File: config.mk
export PLATFORM = sky130hd
export DESIGN_NAME = first_fit_slot_allocator
export DESIGN_NICKNAME = d
export VERILOG_FILES = /design/src/hdl/ffsa_pkg.sv /design/src/hdl/ffsa_cell.sv /design/src/hdl/first_fit_slot_allocator.sv
export SDC_FILE = /design/constraint.sdc
export NUM_CORES = 1
export LEC_CHECK = 0
export ABC_AREA = 1
export BUFFER_PORTS_ARGS = -buffer_cell sky130_fd_sc_hd__clkbuf_2
export CORE_MARGIN = 4
export CORE_UTILIZATION = 50
export CTS_CLUSTER_DIAMETER = 50
export CTS_CLUSTER_SIZE = 20
export DETAILED_ROUTE_END_ITERATION = 10
export GPL_TIMING_DRIVEN = 0
export HOLD_SLACK_MARGIN = 0.15
export PLACE_DENSITY_LB_ADDON = 0.08
export SLEW_MARGIN = 5
export SYNTH_ARGS = -nofsm -noshare
export SYNTH_HDL_FRONTEND = slang
export SYNTH_SLANG_ARGS = --single-unit
File: constraint.sdc
create_clock -name clock -period 2 [get_ports clock]
set_input_delay 0.4 -clock clock [delete_from_list [all_inputs] [get_ports clock]]
set_output_delay 0.4 -clock clock [all_outputs]
set_load 0.02 [all_outputs]
File: src/hdl/ffsa_pkg.sv
// ----------------------------------------------------------------------------
// ffsa_pkg: shared types and constants of the first-fit slot allocator
// Holds the request and response payload types and the control word that
// the controller broadcasts to the row of slot cells.
// ----------------------------------------------------------------------------
package ffsa_pkg;

   localparam int IDX_W = 6;
   localparam int FIELD_SLOTS = 64;

   localparam logic OP_ALLOC = 1'b0;
   localparam logic OP_FREE  = 1'b1;

   typedef struct packed {
      logic             opcode;
      logic [IDX_W-1:0] slot;
   } req_type;

   typedef struct packed {
      logic [IDX_W-1:0] granted_slot;
      logic             full_res;
      logic [IDX_W-1:0] end_index;
   } rsp_type;

   typedef struct packed {
      logic step;
      logic down;
   } cell_ctl_type;

endpackage

File: src/hdl/ffsa_cell.sv
// ----------------------------------------------------------------------------
// ffsa_cell: one slot of the allocator chain
// Holds the slot's used flag and a search token. The token moves one cell
// per step toward the top or the bottom of the chain until it reaches a
// cell whose flag matches the search, where it stops and reports a hit.
// ----------------------------------------------------------------------------
module ffsa_cell (
   input  logic                  clock,
   input  logic                  reset,
   input  ffsa_pkg::cell_ctl_type ctl,
   input  logic                  inject,
   input  logic                  clear,
   input  logic                  pass_prev,
   input  logic                  pass_next,
   output logic                  pass_out,
   output logic                  hit
);

   logic flag_ff, flag_in;
   logic token_ff, token_in;

   assign hit      = token_ff & (flag_ff == ctl.down);
   assign pass_out = token_ff & ~hit;

   always_comb begin
      if (ctl.step) begin
         token_in = inject | (ctl.down ? pass_next : pass_prev);
      end else begin
         token_in = inject | token_ff;
      end
      flag_in = flag_ff;
      if (clear) begin
         flag_in = 1'b0;
      end else if (ctl.step && hit && !ctl.down) begin
         flag_in = 1'b1;
      end
   end

   always_ff @(posedge clock) begin
      if (reset) begin
         flag_ff  <= 1'b0;
         token_ff <= 1'b0;
      end else begin
         flag_ff  <= flag_in;
         token_ff <= token_in;
      end
   end

endmodule

File: src/hdl/first_fit_slot_allocator.sv
// ----------------------------------------------------------------------------
// first_fit_slot_allocator: bitmap first-fit slot allocator
// A request transfer either allocates the lowest free slot or frees a named
// slot; each request gives exactly one response transfer carrying the
// granted slot, a full flag and the high-water end index after the request.
// One request is in work at a time; req_ready is high while the controller
// is idle, even when an earlier response is still waiting on rsp_ready.
// An allocate walks a token up the chain of slot cells from slot 0, one cell
// per cycle unless a waiting response holds it, and grants the first free
// slot it meets, or reports full when the last slot is used too.
// A free of a slot above 0 that hits the end index walks a token down from
// the slot below it to the next used slot, which becomes the new end index
// (0 if there is none); any other free answers without a search.
// The pool holds SLOTS slots, at most 64. Reset clears every used flag and
// the end index. While the response register is full and rsp_ready is low,
// the token in the chain holds its place.
// ----------------------------------------------------------------------------
module first_fit_slot_allocator #(
   parameter int SLOTS = 64
) (
   input  logic              clock,
   input  logic              reset,
   input  logic              req_valid,
   output logic              req_ready,
   input  ffsa_pkg::req_type req_data,
   output logic              rsp_valid,
   input  logic              rsp_ready,
   output ffsa_pkg::rsp_type rsp_data
);

   localparam int POOL = (SLOTS < ffsa_pkg::FIELD_SLOTS) ? SLOTS : ffsa_pkg::FIELD_SLOTS;
   localparam logic [ffsa_pkg::IDX_W:0] POOL_LIM = (ffsa_pkg::IDX_W + 1)'(POOL);
   localparam logic [ffsa_pkg::IDX_W-1:0] LAST = ffsa_pkg::IDX_W'(POOL - 1);

   typedef enum logic [2:0] {
      ST_IDLE   = 3'b001,
      ST_SEARCH = 3'b010,
      ST_FINISH = 3'b100
   } state_type;

   state_type                   state_ff, state_in;
   logic                        dir_ff, dir_in;
   logic [ffsa_pkg::IDX_W-1:0]  pos_ff, pos_in;
   logic [ffsa_pkg::IDX_W-1:0]  hw_ff, hw_in;
   logic                        rsp_valid_ff, rsp_valid_in;
   ffsa_pkg::rsp_type           rsp_ff, rsp_in;

   logic                        accept;
   logic                        step;
   logic                        in_range;
   logic                        do_free;
   logic                        rollback;
   logic                        inject_en;
   logic [ffsa_pkg::IDX_W-1:0]  inject_idx;
   logic                        rsp_load;
   ffsa_pkg::rsp_type           rsp_next;
   ffsa_pkg::cell_ctl_type      ctl;
   logic [POOL-1:0]             hit;
   logic [POOL-1:0]             pass;
   logic [POOL-1:0]             prev_vec;
   logic [POOL-1:0]             next_vec;
   logic                        hit_any;

   assign req_ready = (state_ff == ST_IDLE);
   assign accept    = req_valid & req_ready;
   assign step      = ~rsp_valid_ff | rsp_ready;
   assign in_range  = {1'b0, req_data.slot} < POOL_LIM;
   assign do_free   = accept && (req_data.opcode == ffsa_pkg::OP_FREE) && in_range;
   assign rollback  = do_free && (req_data.slot == hw_ff) && (req_data.slot != '0);
   assign inject_en = accept && ((req_data.opcode == ffsa_pkg::OP_ALLOC) || rollback);
   assign inject_idx = (req_data.opcode == ffsa_pkg::OP_ALLOC) ? '0 : req_data.slot - 1'b1;

   assign ctl.step = step;
   assign ctl.down = dir_ff;

   assign prev_vec = {pass[POOL-2:0], 1'b0};
   assign next_vec = {1'b0, pass[POOL-1:1]};
   assign hit_any  = |hit;

   for (genvar i = 0; i < POOL; i++) begin : g_cell
      ffsa_cell u_cell (
         .clock     (clock),
         .reset     (reset),
         .ctl       (ctl),
         .inject    (inject_en && (inject_idx == ffsa_pkg::IDX_W'(i))),
         .clear     (do_free && (req_data.slot == ffsa_pkg::IDX_W'(i))),
         .pass_prev (prev_vec[i]),
         .pass_next (next_vec[i]),
         .pass_out  (pass[i]),
         .hit       (hit[i])
      );
   end

   always_comb begin
      state_in = state_ff;
      dir_in   = dir_ff;
      pos_in   = pos_ff;
      hw_in    = hw_ff;
      rsp_load = 1'b0;
      rsp_next = '0;
      unique case (state_ff)
         ST_IDLE: begin
            if (accept) begin
               dir_in   = (req_data.opcode == ffsa_pkg::OP_FREE);
               pos_in   = inject_idx;
               state_in = inject_en ? ST_SEARCH : ST_FINISH;
            end
         end
         ST_SEARCH: begin
            if (step) begin
               if (hit_any) begin
                  rsp_load = 1'b1;
                  state_in = ST_IDLE;
                  if (dir_ff) begin
                     hw_in = pos_ff;
                     rsp_next.end_index = pos_ff;
                  end else begin
                     if (pos_ff > hw_ff) begin
                        hw_in = pos_ff;
                     end
                     rsp_next.granted_slot = pos_ff;
                     rsp_next.end_index    = (pos_ff > hw_ff) ? pos_ff : hw_ff;
                  end
               end else if (!dir_ff && (pos_ff == LAST)) begin
                  rsp_load = 1'b1;
                  state_in = ST_IDLE;
                  rsp_next.full_res  = 1'b1;
                  rsp_next.end_index = hw_ff;
               end else if (dir_ff && (pos_ff == '0)) begin
                  rsp_load = 1'b1;
                  state_in = ST_IDLE;
                  hw_in    = '0;
               end else begin
                  pos_in = dir_ff ? pos_ff - 1'b1 : pos_ff + 1'b1;
               end
            end
         end
         ST_FINISH: begin
            if (step) begin
               rsp_load = 1'b1;
               state_in = ST_IDLE;
               rsp_next.end_index = hw_ff;
            end
         end
         default: begin
            state_in = ST_IDLE;
         end
      endcase
   end

   always_comb begin
      rsp_in       = rsp_ff;
      rsp_valid_in = rsp_valid_ff;
      if (rsp_load) begin
         rsp_in       = rsp_next;
         rsp_valid_in = 1'b1;
      end else if (rsp_ready) begin
         rsp_valid_in = 1'b0;
      end
   end

   always_ff @(posedge clock) begin
      if (reset) begin
         state_ff     <= ST_IDLE;
         dir_ff       <= 1'b0;
         pos_ff       <= '0;
         hw_ff        <= '0;
         rsp_valid_ff <= 1'b0;
      end else begin
         state_ff     <= state_in;
         dir_ff       <= dir_in;
         pos_ff       <= pos_in;
         hw_ff        <= hw_in;
         rsp_valid_ff <= rsp_valid_in;
      end
   end

   always_ff @(posedge clock) begin
      rsp_ff <= rsp_in;
   end

   assign rsp_valid = rsp_valid_ff;
   assign rsp_data  = rsp_ff;

endmodule

==> results of run 1 <==
==> worst min-delay path, delay by kind of cell <==
kind / cells / cell delay (ns)
AO/OA/AOI/OAI: 1 / 0.07
buffers and inverters: 2 / 0.16
AND/OR/NAND/NOR: 1 / 0.07
==> routing by layer <==
layer,vias to the layer above,routed length (um)
met1,5038,15600
met2,744,16600
met5,-,0
met4,0,2000
li1,4839,-
met3,152,5020
==> sequential cells by signal (all words and copies together), names as in the netlist <==
register                flops
rsp_data                   13
rsp_valid                   1
state_ff                    3
dir_ff                      1
g_cell.u_cell.token_ff     64
hw_ff                       6
pos_ff                      6
g_cell.u_cell.flag_ff      64
==> power by group <==
part           internal (mW)  switching [mW]  leakage (nW)
registers               3.29           0.150          1.28
clock network           2.22            1.47         0.307
logic                  0.845            1.69          2.38
total                   6.36            3.32          3.96
==> timing repair <==
action | in CTS | in global routing
setup endpoints to repair | 170 | 167
gates cloned | 8 | 0
pin swaps | 37 | 29
resized for setup | 165 | 115
buffers inserted | 25 | 5
==> synth_stat cells, drive strengths merged <==
library cell / number
o221ai: 19
a41oi: 2
nand4: 4
nand2: 312
a21boi: 1
o22ai: 39
nand3: 144
nand3b: 5
or2: 3
a31oi: 4
buf: 20
edfxtp: 13
a221oi: 52
inv: 181
nor4: 2
ha: 15
dfxtp: 145
fa: 1
a21oi: 131
clkinv: 2
o211ai: 5
o21ai: 50
a211oi: 4
clkbuf: 48
xor2: 4
nor3: 10
nor2: 171
==> worst min path at each step <==
stage                                                       from                                      to  slack (ns)  cells past startpoint
after CTS                                              req_valid                state_ff[0]$_SDFFE_PP1P_        0.30                      4
after global placement    g_cell[17].u_cell.flag_ff$_SDFFE_PP0P_  g_cell[17].u_cell.flag_ff$_SDFFE_PP0P_        0.46                      2
after detailed placement  g_cell[17].u_cell.flag_ff$_SDFFE_PP0P_  g_cell[17].u_cell.flag_ff$_SDFFE_PP0P_        0.47                      2
after floorplan           g_cell[17].u_cell.flag_ff$_SDFFE_PP0P_  g_cell[17].u_cell.flag_ff$_SDFFE_PP0P_        0.45                      2
after global routing                                   req_valid                state_ff[0]$_SDFFE_PP1P_        0.34                      4
final                                                  req_valid                state_ff[0]$_SDFFE_PP1P_        0.31                      4
==> metrics by stage <==
stage               power, mW  utilization [%]  setup WS, ns
finish                   9.67             63.9        -0.543
global route             9.95             63.9        -0.623
CTS                      9.39             62.0        -0.418
detailed placement       5.34             53.2         -1.12
global placement         5.33             53.2         -1.16
floorplan                4.70                -       -0.0340
==> cell type report <==
type / instances / area [um^2]
clock buffers: 18 / 429
plain buffers: 67 / 487
inverters: 183 / 702
clock inverters: 14 / 215
multi-input cells: 979 / 5480
fillers: 1677 / 6490
flip-flops and latches: 158 / 3300
repair buffers: 60 / 572
well taps: 229 / 287
==> cell families after synthesis <==
logic type / Yosys count / share of synthesized area (%)
DFF: 158 / 36.0
buffers and inverters: 251 / 11.0
xor gates and xnor gates: 4 / 0.383
AOI/OAI and AO/OA: 307 / 20.8
adders and majority gates: 16 / 2.27
and+or+nand+nor: 651 / 29.5
==> results.md, run 1 <==
- Status: finished, violations left
- Failing checks: setup timing
- Synth area leaders: dfxtp_1, nand2_1, nand3_1, inv_1, a21oi_1
- R2r startpoint: dir_ff$_SDFFE_PP0P_
- Hold Crit Class: in2reg
- CP delay by family, top: simple AND/OR/NAND/NOR gates
- Setup violators final: 45
- Post-synth top area cell: dfxtp_1
- Clock-pin transition on the worst setup and hold timing paths: 0.07 ns
- GR peak layer: met2
- Cells after DPL: 1640
- Via density: 6.31
- Design area: 0.0115 mm^2
- Vias in the first global route: 10000
- Synth warn: 0
- Inserted Clock Buffers: 17
- Area Growth Syn to Fin: 25.5%
- WL/cell: 23.0 um
- Row count: 49
- Critical setup path kind: reg2reg
- Cell leakage power: 3.96 nW
- Largest net degree at the start of global routing: 18
- Port bufs: 24
- Setup TNS: -19.77 ns
- Core Box Area: 0.0180 mm^2
- N_diodes: 0
- Width of the die: 143 um
- Number of synthesized register bits: 158
- CTS H-tree depth: 4
- Crit path required time: 2.16 ns
- Commonest non-fill, non-tap cell in the layout: nand2_1
- First-pass GRT wire length: 58100 um
- Global-route usage over all layers: 37.9%
- Worst path buffer plus inverter count: 5
- Post-Syn Area: 0.00914 mm^2
- Max VDD drop: 675 uV
- Root Driver: clkbuf_16
- Final #Nets: 1493
- Critical path, cell by cell: buf_12 -> clkinv_8 -> buf_12 -> buf_12 -> nand2_4 -> nand3_4 -> nand2_4 -> nor2_4 -> nand2_2 -> nor2_4 -> nand2_2 -> nor2_4 -> inv_4 -> nand2_2 -> nor2_2 -> o21ai_1 -> o21ai_1
- # hold bufs at CTS: 0
- Max-cap viol count: 0
- Type of origin of the critical path: flop
- Achievable Freq: 393 MHz
- Final ANT Viol Nets: 0
- Share of post-route cells with drive strength above 1: 18.7%
- Die area: 0.0205 mm^2
- Pwr Density: 843 mW/mm^2
- Hold Slack: 0.311 ns
- # DRC: 0
- Cell with the largest stage delay on the worst path: dfxtp_4
- Vias post-DR: 10800
- Max-slew violations: 0
- Least-Margin Pin Slew: 0.857 ns
- Endpoints failing hold: 0
- RSZ-0062 raised after global routing: true
- GR met1 Demand/Resource: 51.1%
- IO Pins: 26
- Met3 Use GR: 10.3%
- CP Launch Point: dir_ff$_SDFFE_PP0P_
- CP Capture Type: flop
- Die height: 143 um
- Crit path largest cell delay: 0.37 ns
- Levels on crit path: 17
- FF-to-FF setup slack: -0.54 ns
- Register area share after synthesis: 36.0%
- Fin crit period: 2.54 ns
- Synthesized Nets: 1414
- Clock Latency Late Sink: 0.45 ns
- Clock sinks: 158
- Grt ovf: 0
- Iteration count of the initial detailed-routing pass: 6
- Initial Utilization: 50.9%
- Worst path arrival time: 2.71 ns
- Cells on worst reg2reg path: 17
- Share of the synthesized area in the top cell type: 31.8%
- Maximum buffer depth of the clock tree: 2
- TritonCTS clock tree: yes
- Mapped Cells: 1387
- Drt initial violations: 1603
- Met2 usage: 56.6%
- Most frequent cells in the layout: nand2_1, inv_1, dfxtp_1, a21oi_1, nand3_1
- Slew HR: 42.8%
- Initial antenna violation count: 0
- Worst reg2reg path endpoint: rsp_data[2]$_DFFE_PP_
- Setup crit end: rsp_data[2]$_DFFE_PP_
- Syn_area_per_cell: 6.59 um^2
- CP max FO: 7
- Dpl cell area: 0.00956 mm^2
- Final GP Congestion: 1.02
- Tcrit/Tclk final: 127%
- Final clock skew: 0.00941 ns
- Final WS setup: -0.543 ns
- Final Instance Count excl. Fillers: 1708
- Post-DP HPWL: 27800 um
- Drt total wl: 39300 um
- Synth unique cells: 37
Note: power is estimated with default switching activity, not from simulation.
==> inputs of run 2 (changes only) <==
CTS_BUF_LIST = sky130_fd_sc_hd__clkbuf_8   (was not set)
clock period = 3 ns   (was 2 ns; I/O delays follow)
==> results.md, run 2 (synthesis gave the netlist of run 1 again) <==
- Cell leakage power: 3.47 nW (-12%)
- Clock Latency Late Sink: 0.48 ns (+0.03 ns)
- Vias post-DR: 10300 (-4.4%)
- Vias in the first global route: 9266 (-7.6%)
- Achievable Freq: 346 MHz
- Pwr Density: 532 mW/mm^2 (-37%)
- Setup TNS: 0 ns (+19.77 ns)
- Grt ovf: 0 (unchanged)
- Type of origin of the critical path: input port
- Max VDD drop: 347 uV (-49%)
- First-pass GRT wire length: 54400 um (-6.4%)
- Row count: 49 (unchanged)
- Worst path arrival time: 3.29 ns (+0.58 ns)
- Register Area: 0.00329 mm^2 (-0.11%)
- Post-DP HPWL: 27300 um (-1.9%)
- P_sw: 1.90 mW (-43%)
- Drt total wl: 36800 um (-6.2%)
- Root Driver: clkbuf_8
- Clock-pin transition on the worst setup and hold timing paths: 0.09 ns (+0.02 ns)
- Slew HR: 44.5% (+1.7 points)
- Drt initial violations: 1428 (-11%)
- Width of the die: 143 um (unchanged)
- Fillers: 1857 (+11%)
- Final #Nets: 1459 (-2.3%)
- Area Growth Syn to Fin: 9.76%
- Setup violators final: 0 (-100%)
- Largest net degree at the start of global routing: 17 (-1)
- Int Pwr: 3.44 mW (-46%)
- Initial Utilization: 50.9% (unchanged)
- CP max FO: 8 (+1)
- Final GP Congestion: 1.01 (-0.70%)
- Crit path required time: 3.40 ns (+1.24 ns)
- Port bufs: 24 (unchanged)
- # DRC: 0 (unchanged)
- Fin crit period: 2.89 ns
- CTS H-tree depth: 4 (unchanged)
- Maximum buffer depth of the clock tree: 2 (unchanged)
- Initial antenna violation count: 1 (+1)
- Max-slew violations: 0 (unchanged)
- Die height: 143 um (unchanged)
- Max-cap viol count: 0 (unchanged)
- Iteration count of the initial detailed-routing pass: 7 (+1)
- WL/cell: 22.0 um (-4.3%)
- Sw Ratio: 35.6% (+1.3 points)
- Comb pwr share: 24.4% (-1.9 points)
- Multi-input gate area: 0.00487 mm^2 (-11%)
- Hold Crit Class: in2reg
- Most frequent cells in the layout: nand2_1, inv_1, nor2_1, dfxtp_1, nand3_1
- TritonCTS clock tree: yes
- IO Pins: 26 (unchanged)
- Inserted Clock Buffers: 17 (unchanged)
- Die area: 0.0205 mm^2 (unchanged)
- N_diodes: 0 (unchanged)
- Global-route usage over all layers: 35.6% (-2.3 points)
- Final clock skew: 0.0121 ns (+0.00269 ns)
- Clock share of power: 32.7% (-5.5 points)
- Sequential share of power: 42.8% (+7.2 points)
- Commonest non-fill, non-tap cell in the layout: nand2_1
- Critical setup path kind: in2reg
- CP Capture Type: flop
- Via density: 6.15 (-2.4%)
- Post-layout util: 55.9% (-8.0 points)
- Tcrit/Tclk final: 96.3%
- Clock sinks: 158 (unchanged)
- Final ANT Viol Nets: 0 (unchanged)
- Core Box Area: 0.0180 mm^2 (unchanged)
- Least-Margin Pin Slew: 0.832 ns (-0.0256 ns)
- Share of post-route cells with drive strength above 1: 6.44% (-12 points)
- Endpoints failing hold: 0 (unchanged)
- Status: finished, final reports clean
-- run 2: cell types whose count changed in the layout (fill, tap and decap cells not counted), moves of 18 or more --
cell      previous run  this run
nand2_1            263       309
nor2_4              27         4
nand2_2             38         3
nand3_1            123       143
nor2_2              26         4
nor2_1             118       163
buf_4               26         6
clkbuf_1            30        48
-- run 2: repair_timing --
item | CTS | global route
buffers inserted | 2 | 0
hold buffers | 0 | 0
gates resized for setup | 9 | 13
hold endpoints to repair | 0 | 0
endpoints found under the setup margin | 32 | 33
pin swaps | 1 | 0
-- run 2: power groups by stage --
stage,combinational [mW],sequential (mW),clock [mW]
final,1.30,2.29,1.75
after floorplan,0.813,2.31,0
after CTS,1.26,2.28,1.74
after detailed placement,1.23,2.33,0
after global routing,1.40,2.29,1.82
after global placement,1.22,2.33,0
-- run 2: final cells by class --
class | count | area share [%]
multi-input combinational | 978 | 48.6
sequential | 158 | 32.8
inverter | 183 | 6.86
buffer | 68 | 3.42
tap | 229 | 2.86
clock buffer | 17 | 2.33
clock inverter | 15 | 1.78
timing repair buffer | 26 | 1.35
-- run 2: path summary, 6_finish.rpt --
path                                             to                              startpoint  slack, ns  cells past startpoint
max           g_cell[48].u_cell.token_ff$_SDFF_PP0_                             req_data[0]       0.11                     12
min reg2reg  g_cell[17].u_cell.flag_ff$_SDFFE_PP0P_  g_cell[17].u_cell.flag_ff$_SDFFE_PP0P_       0.47                      2
min                        state_ff[0]$_SDFFE_PP1P_                               req_valid       0.44                      4
max reg2reg                  rsp_valid$_SDFFE_PP0P_                     dir_ff$_SDFFE_PP0P_       0.17                     17
-- run 2: critical path: stages --
cell and delay, ns:
clkbuf_2 0.18, inv_1 0.14, ha_1 0.21, inv_1 0.07, nor2_1 0.15, nand2_1 0.14
nand4_1 0.14, a21oi_2 0.49, inv_1 0.19, nor3_1 0.59, nand2_1 0.22, a21oi_1 0.18
-- run 2: through the flow --
step	hold slack, ns	setup WS, ns	total power, mW	std cells	area [um^2]
floorplan	0.445	0.770	3.13	1387	9140
global placement	0.464	-0.411	3.55	1640	9550
detailed placement	0.464	-0.412	3.56	1640	9550
CTS	0.434	0.0547	5.27	1674	10000
global route	0.462	-0.0160	5.52	1674	10000
finish	0.441	0.111	5.34	1674	10000
-- run 2: metal layers --
metal / global-route usage [%] / wire (um)
met1: 49.8 / 15300
met2: 53.0 / 15400
met3: 9.24 / 4560
met4: 13.1 / 1480
met5: 0 / 0
